File: config.mk
export PLATFORM = sky130hd
export DESIGN_NAME = modular_exponentiation_core
export DESIGN_NICKNAME = d
export VERILOG_FILES = /design/src/rtl/mexp_pkg.sv /design/src/rtl/mexp_cell.sv /design/src/rtl/modular_exponentiation_core.sv
export VERILOG_INCLUDE_DIRS = /design/src /design/src/rtl
export SDC_FILE = /design/constraint.sdc
export NUM_CORES = 2
export LEC_CHECK = 0
export BUFFER_PORTS_ARGS = -buffer_cell sky130_fd_sc_hd__buf_2
export CAP_MARGIN = 30
export CORE_MARGIN = 10
export CORE_UTILIZATION = 35
export DETAILED_ROUTE_END_ITERATION = 10
export GPL_TIMING_DRIVEN = 0
export HOLD_SLACK_MARGIN = 0.05
export PLACE_DENSITY = 0.57
export SLEW_MARGIN = 20
export SYNTH_ARGS = -nofsm -noshare
export SYNTH_HDL_FRONTEND = slang
export SYNTH_SLANG_ARGS = --single-unit
File: constraint.sdc
create_clock -name clk -period 42.2 [get_ports clk]
set_input_delay 8.44 -clock clk [delete_from_list [all_inputs] [get_ports clk]]
set_output_delay 8.44 -clock clk [all_outputs]
set_load 0.01 [all_outputs]
File: src/rtl/modular_exponentiation_core_assert.svh
// ----------------------------------------------------------------------------
// Assertion macros for the modular exponentiation core.
// Both macros sample on clk and are disabled while arst_n is low.
// ----------------------------------------------------------------------------
`ifndef MODULAR_EXPONENTIATION_CORE_ASSERT_SVH
`define MODULAR_EXPONENTIATION_CORE_ASSERT_SVH

// Consequent must hold in the same cycle as the antecedent.
`define MEC_ASSERT_SAME(label, ante, cons, msg) \
	label: assert property (@(posedge clk) disable iff (!arst_n) (ante) |-> (cons)) \
		else $error(msg);

// Consequent must hold in the cycle after the antecedent.
`define MEC_ASSERT_NEXT(label, ante, cons, msg) \
	label: assert property (@(posedge clk) disable iff (!arst_n) (ante) |=> (cons)) \
		else $error(msg);

`endif

File: src/rtl/mexp_pkg.sv
// ----------------------------------------------------------------------------
// mexp_pkg
// Shared types and constants of the modular exponentiation core.
// ----------------------------------------------------------------------------
package mexp_pkg;

	// Width of the slice of the product held by one cell.
	localparam int CELL_BITS = 8;

	// Configuration port geometry.
	localparam int APB_DATA_BITS = 64;
	localparam int APB_ADDR_BITS = 4;

	// Register index, taken from address bit 3 (registers lie 8 bytes apart).
	localparam logic REG_EXPONENT = 1'b0;
	localparam logic REG_MODULUS  = 1'b1;

	// Signals handed from one cell to the next higher one.
	typedef struct packed {
		logic dbl_bit;  // top bit of the product slice, shifted up when doubling
		logic borrow1;  // borrow of (2p - m)
		logic carry2;   // carry of (r1 + addend)
		logic borrow2;  // borrow of (s2 - m)
	} cell_link_t;

endpackage

File: src/rtl/mexp_cell.sv
// ----------------------------------------------------------------------------
// mexp_cell
// One slice of the bit-serial modular multiplier: holds CELL_BITS bits of
// the partial product and does one double-and-add step with reduction.
// ----------------------------------------------------------------------------
module mexp_cell import mexp_pkg::*; (
	input  logic                 clk,
	input  logic                 clr,
	input  logic                 en,
	input  logic                 sel1,
	input  logic                 sel2,
	input  logic                 add_en,
	input  logic [CELL_BITS-1:0] a_slice,
	input  logic [CELL_BITS-1:0] m_slice,
	input  cell_link_t           link_in,
	output cell_link_t           link_out,
	output logic [CELL_BITS-1:0] p_slice
);

	logic [CELL_BITS-1:0] p_q;
	logic [CELL_BITS-1:0] dbl;
	logic [CELL_BITS-1:0] r1;
	logic [CELL_BITS-1:0] addend;
	logic [CELL_BITS-1:0] s2;
	logic [CELL_BITS-1:0] r2;
	logic [CELL_BITS:0]   diff1;
	logic [CELL_BITS:0]   sum2;
	logic [CELL_BITS:0]   diff2;

	// Double the product, then conditionally subtract the modulus.
	assign dbl   = {p_q[CELL_BITS-2:0], link_in.dbl_bit};
	assign diff1 = {1'b0, dbl} - {1'b0, m_slice} - {{CELL_BITS{1'b0}}, link_in.borrow1};
	assign r1    = sel1 ? diff1[CELL_BITS-1:0] : dbl;

	// Add the multiplicand when the multiplier bit is set, then reduce again.
	assign addend = add_en ? a_slice : '0;
	assign sum2   = {1'b0, r1} + {1'b0, addend} + {{CELL_BITS{1'b0}}, link_in.carry2};
	assign s2     = sum2[CELL_BITS-1:0];
	assign diff2  = {1'b0, s2} - {1'b0, m_slice} - {{CELL_BITS{1'b0}}, link_in.borrow2};
	assign r2     = sel2 ? diff2[CELL_BITS-1:0] : s2;

	// Chain outputs to the next cell.
	assign link_out.dbl_bit = p_q[CELL_BITS-1];
	assign link_out.borrow1 = diff1[CELL_BITS];
	assign link_out.carry2  = sum2[CELL_BITS];
	assign link_out.borrow2 = diff2[CELL_BITS];

	// Product slice register.
	always_ff @(posedge clk) begin
		if (clr) begin
			p_q <= '0;
		end else if (en) begin
			p_q <= r2;
		end
	end

	assign p_slice = p_q;

endmodule

File: src/rtl/modular_exponentiation_core.sv
// ----------------------------------------------------------------------------
// modular_exponentiation_core
// Computes message_value ^ exponent mod modulus by right-to-left square and
// multiply, each modular product formed bit-serially on a row of cells.
//
// Channel  | Direction | Handshake                    | Payload
// ---------+-----------+------------------------------+---------------
// command  | in        | start high while busy is low | message_value
// result   | out       | done strobe, one cycle       | power_result
// config   | in/out    | APB write/read, pready = 1   | exponent, modulus
//
// The multiplier row covers WORD_BITS rounded up to a whole number of 8-bit
// cells; it consumes one multiplier bit per cycle and runs one reduction,
// then a multiply and a square per exponent bit.
// One item is in flight at a time; busy stays high until done is pulsed.
// Reset clears the control state and sets both registers to one.
// The receiver cannot stall the result.
// ----------------------------------------------------------------------------
module modular_exponentiation_core import mexp_pkg::*; #(
	parameter int WORD_BITS = 64
) (
	input  logic                     clk,
	input  logic                     arst_n,
	input  logic                     start,
	output logic                     busy,
	input  logic [WORD_BITS-1:0]     message_value,
	output logic                     done,
	output logic [WORD_BITS-1:0]     power_result,
	input  logic                     psel,
	input  logic                     penable,
	input  logic                     pwrite,
	input  logic [APB_ADDR_BITS-1:0] paddr,
	input  logic [APB_DATA_BITS-1:0] pwdata,
	output logic [APB_DATA_BITS-1:0] prdata,
	output logic                     pready
);

	localparam int NCELLS = (WORD_BITS + CELL_BITS - 1) / CELL_BITS;
	localparam int NW     = NCELLS * CELL_BITS;
	localparam int CW     = $clog2(NW);
	localparam int RW     = $clog2(WORD_BITS);

	typedef enum logic [2:0] {
		ST_IDLE = 3'b001,
		ST_RUN  = 3'b010,
		ST_WB   = 3'b100
	} state_t;

	typedef enum logic [1:0] {
		OP_REDUCE,
		OP_MULT,
		OP_SQUARE
	} op_t;

	state_t                 state_q;
	op_t                    op_q;
	logic [WORD_BITS-1:0]   exp_q;
	logic [WORD_BITS-1:0]   mod_q;
	logic [WORD_BITS-1:0]   ebits_q;
	logic [NW-1:0]          base_q;
	logic [NW-1:0]          acc_q;
	logic [NW-1:0]          a_q;
	logic [NW-1:0]          b_q;
	logic [CW-1:0]          cnt_q;
	logic [RW-1:0]          round_q;
	logic                   done_q;
	logic [WORD_BITS-1:0]   result_q;

	logic                   accept;
	logic                   cfg_wr;
	logic                   cell_clr;
	logic                   sel1;
	logic                   sel2;
	logic [NW-1:0]          mod_pad;
	logic [NW-1:0]          prod;
	logic [NW-1:0]          one_w;
	cell_link_t             link [NCELLS+1];

	assign accept  = start && (state_q == ST_IDLE);
	assign busy    = (state_q != ST_IDLE);
	assign done    = done_q;
	assign power_result = result_q;
	assign pready  = 1'b1;
	assign cfg_wr  = psel && penable && pwrite;
	assign mod_pad = NW'(mod_q);

	// Residue of one: zero for a modulus of one.
	assign one_w = (mod_q == WORD_BITS'(1)) ? '0 : NW'(1);

	// Cells are cleared whenever a new product begins.
	assign cell_clr = accept || ((state_q == ST_WB) &&
		!((op_q == OP_SQUARE) && (round_q == RW'(WORD_BITS - 1))));

	// Row of multiplier cells.
	assign link[0] = '0;
	for (genvar i = 0; i < NCELLS; i++) begin : g_cell
		mexp_cell u_cell (
			.clk      (clk),
			.clr      (cell_clr),
			.en       (state_q == ST_RUN),
			.sel1     (sel1),
			.sel2     (sel2),
			.add_en   (b_q[NW-1]),
			.a_slice  (a_q[i*CELL_BITS +: CELL_BITS]),
			.m_slice  (mod_pad[i*CELL_BITS +: CELL_BITS]),
			.link_in  (link[i]),
			.link_out (link[i+1]),
			.p_slice  (prod[i*CELL_BITS +: CELL_BITS])
		);
	end

	// Reduce when the widened value reaches the modulus.
	assign sel1 = link[NCELLS].dbl_bit | ~link[NCELLS].borrow1;
	assign sel2 = link[NCELLS].carry2  | ~link[NCELLS].borrow2;

	// Configuration registers.
	always_ff @(posedge clk or negedge arst_n) begin
		if (!arst_n) begin
			exp_q <= WORD_BITS'(1);
			mod_q <= WORD_BITS'(1);
		end else if (cfg_wr) begin
			unique case (paddr[3])
				REG_EXPONENT: exp_q <= pwdata[WORD_BITS-1:0];
				REG_MODULUS:  mod_q <= pwdata[WORD_BITS-1:0];
				default:      exp_q <= exp_q;
			endcase
		end
	end

	// Register read-back.
	always_comb begin
		unique case (paddr[3])
			REG_EXPONENT: prdata = APB_DATA_BITS'(exp_q);
			REG_MODULUS:  prdata = APB_DATA_BITS'(mod_q);
			default:      prdata = '0;
		endcase
	end

	// Sequencer: reduce the base, then one multiply and one square per bit.
	always_ff @(posedge clk or negedge arst_n) begin
		if (!arst_n) begin
			state_q <= ST_IDLE;
			op_q    <= OP_REDUCE;
			cnt_q   <= '0;
			round_q <= '0;
			done_q  <= 1'b0;
		end else begin
			done_q <= 1'b0;
			unique case (state_q)
				ST_IDLE: begin
					if (start) begin
						state_q <= ST_RUN;
						op_q    <= OP_REDUCE;
						cnt_q   <= '0;
						round_q <= '0;
					end
				end
				ST_RUN: begin
					cnt_q <= cnt_q + CW'(1);
					if (cnt_q == CW'(NW - 1)) begin
						state_q <= ST_WB;
					end
				end
				ST_WB: begin
					cnt_q <= '0;
					unique case (op_q)
						OP_REDUCE: begin
							op_q    <= OP_MULT;
							state_q <= ST_RUN;
						end
						OP_MULT: begin
							op_q    <= OP_SQUARE;
							state_q <= ST_RUN;
						end
						default: begin
							round_q <= round_q + RW'(1);
							if (round_q == RW'(WORD_BITS - 1)) begin
								state_q <= ST_IDLE;
								done_q  <= 1'b1;
							end else begin
								op_q    <= OP_MULT;
								state_q <= ST_RUN;
							end
						end
					endcase
				end
				default: state_q <= ST_IDLE;
			endcase
		end
	end

	// Operand and value registers.
	always_ff @(posedge clk) begin
		if (accept) begin
			a_q     <= one_w;
			b_q     <= NW'(message_value);
			acc_q   <= one_w;
			ebits_q <= exp_q;
		end else if (state_q == ST_RUN) begin
			b_q <= {b_q[NW-2:0], 1'b0};
		end else if (state_q == ST_WB) begin
			case (op_q)
				OP_REDUCE: begin
					base_q <= prod;
					a_q    <= acc_q;
					b_q    <= prod;
				end
				OP_MULT: begin
					if (ebits_q[0]) begin
						acc_q <= prod;
					end
					a_q <= base_q;
					b_q <= base_q;
				end
				default: begin
					base_q   <= prod;
					ebits_q  <= {1'b0, ebits_q[WORD_BITS-1:1]};
					a_q      <= acc_q;
					b_q      <= prod;
					result_q <= acc_q[WORD_BITS-1:0];
				end
			endcase
		end
	end

	`include "modular_exponentiation_core_assert.svh"

	`MEC_ASSERT_SAME(a_done_idle, done, !busy, "result strobed while busy")
	`MEC_ASSERT_NEXT(a_accept_busy, start && !busy, busy, "accepted item did not start")
	`MEC_ASSERT_NEXT(a_wb_single, state_q == ST_WB, state_q != ST_WB, "write-back longer than one cycle")
	`MEC_ASSERT_NEXT(a_done_pulse, done, !done, "result strobe longer than one cycle")

endmodule

==> flow_summary.toml <==
[setup_path]
worstSetupStartpointType = "flip-flop"
max_stage_delay_ns = 0.63
cp-end-kind = "flip-flop"
slowest_stage = "a2111oi_0"
crit_type = "flip-flop to flip-flop"
worstPathMaxFanout = 10
critPathArrivalTime_ns = 35.18
critical_path_required_ns = 42.67
crit_top_cell = "fa_1"

[global_route]
grt-ovfl-total = 0
grt_pass1_wl_mm = 170
grt_max_degree = 87
grt_pass1_vias = 26100
antenna_found_initial = 9
grt_usage_pct = 20.2

[sta]
fin_skew_ns = 0.0390
max_freq_ghz = 0.0288
hold_violations = 0
slew_violations = 0
tightest_slew_ns = 1.05
tns_ns = 0
finalCritPeriodShare_pct = 82.3
period_needed_ns = 34.71
setup_violations = 0
slew_headroom_pct = 30.0
rsz0062_at_grt = "false"

[die]
die_h_um = 334
die-area_um2 = 112000
core_area_um2 = 98300
ios = 269
die_x_um = 334
rows = 115
initial_core_util_pct = 35.2

[clock_tree]
post_cts_hold_buffer_count = 0
h-tree-depth = 3
clk_pin_slew_ns = 0.06
post_cts_buffers = 0
cts_buffers = 70
cts_buffer_depth = 3
clock_latency_ns = 0.64
cts_tree = "done"
cts.sinks = 594
cts-root-buf = "clkbuf_16"
cts_resized = 0

[detailed_routing]
via_per_inst = 5.22
first_pass_iters = 6
antenna_left = 0
drt_iter0_markers = 2172
drc = 0
wirelength_mm = 116
dr_total_vias = 26000
avgRoutedWirePerCell_um = 23.2

[placed_design]
place_congestion = 0.892
placed_area_um2 = 38000
io_buffers = 264
dp_hpwl_mm = 88.5

[run]
drv_cap = 0

[synth]
async_flop_share_pct = 24.6
syn_nets = 3721
ys_ff_latch = 594
ys_warn_count = 0
syn_area_um2 = 34600
syn_inst = 3281
synth_edf_count = 384
ys_dominant_reg_cell = "edfxtp_1"
synth_area_per_cell_um2 = 10.5
post_synth_num_cell_types = 79
ys_seq_area_share_pct = 47.6

[finish]
multi_input_area_um2 = 16400
nNetsFinal = 4077
fin_util_pct = 41.0
regArea_um2 = 16500
drive_gt1_share_pct = 18.3
final_cell_area_um2 = 40300
area.growth.synth_to_final_pct = 16.6
final_cell_mix = "564 x nand2_1, 384 x edfxtp_1, 289 x inv_1"
final_common_cell = "nand2_1"
num-fill-cells = 9640

[run_status]
status = "finished clean"

[worst_hold_path]
min_path_type = "flip-flop to flip-flop"
[routing by layer]
layer / track usage [%] / wire, um / vias up
li1: - / - / 12300
met1: 28.1 / 52400 / 12700
met2: 31.9 / 51400 / 868
met3: 3.53 / 8770 / 155
met4: 6.09 / 3040 / 6
met5: 0 / 23 / -
[final timing paths]
check	start	to	slack (ns)	depth (start not counted)
max in group asynchronous	arst_n	exp_q[46]	33.44	2
hold reg to reg	acc_q[54]	power_result[54]	0.45	0
setup reg to reg	mod_pad[0]	g_cell[2].u_cell.p_slice[7]	7.49	143
min in group asynchronous	arst_n	exp_q[2]	7.75	1
hold / removal	acc_q[54]	power_result[54]	0.45	0
setup / recovery	mod_pad[0]	g_cell[2].u_cell.p_slice[7]	7.49	143
[sequential cells by signal, summed over array words and instances, names as in the netlist]
signal and count:
a_q 64, acc_q 64, b_q 64, base_q 64, cnt_q 6, done 1
ebits_q 64, exp_q 64, g_cell.u_cell.p_slice 64, mod_pad 64, op_q 2, power_result 64
round_q 6, state_q 3
[Yosys cell counts (28+ instances only)]
cell type  count  share of area [%]
a21o_1        29               0.63
a21oi_1      209                3.0
a221o_1       62                1.8
a31oi_1       42               0.76
and2_1        80                1.4
clkbuf_1      85               0.92
dfrtp_1      143                 10
dfxtp_1       64                3.7
edfxtp_1     384                 33
fa_1          45                2.6
ha_1         257                9.3
inv_1        291                3.2
mux2_2       208                6.8
mux2i_1       60                1.7
nand2_1      566                6.1
nand2b_1      51               0.92
nand3_1       44               0.64
nor2_1       137                1.5
nor2b_1       28               0.51
o21ai_0       98                1.4
xnor2_1       57                1.4
xor2_1        86                2.2
[logic make-up (layout without fill, tap and decap cells)]
group | Yosys count | in the layout | share of synthesized area (%)
muxes | 273 | 273 | 8.72
adders and majority gates | 302 | 302 | 11.9
and+or+nand+nor | 973 | 973 | 12.4
DFF | 594 | 594 | 47.6
other | 1 | 5 | 0.0108
buffers and inverters | 427 | 840 | 4.93
AOI/OAI and AO/OA | 568 | 568 | 10.8
xor gates and xnor gates | 143 | 143 | 3.62
[critical path, delay by kind of cell, from the launching register on]
family / cells / cell delay [ns]
AOI/OAI and AO/OA: 63 / 14.57
xor gates and xnor gates: 1 / 0.31
adders and majority gates: 32 / 12.54
buffers and inverters: 12 / 1.33
DFF: 1 / 0.61
muxes: 2 / 0.53
and+or+nand+nor: 33 / 4.60
[final cells by class]
type | count | share of cell area [%]
antenna | 4 | 0.0248
clock buffer | 91 | 4.74
multi-input combinational | 2260 | 40.8
clock inverter | 38 | 1.04
timing repair buffer | 284 | 4.30
buffer | 136 | 1.54
sequential | 594 | 40.8
inverter | 291 | 2.72
tap | 1287 | 3.99
[per-stage QoR]
step	hold WS (ns)	worst slack, ns	std cells
after CTS	0.452	7.59	4980
after detailed placement	0.435	7.74	4851
after floorplan	0.426	12.46	3281
after global routing	0.471	4.96	4982
after global placement	0.438	7.83	4832
final	0.449	7.49	4985
Power is not shown: default switching activity piles up to over one toggle a cycle in this logic, so the estimate is an artifact.
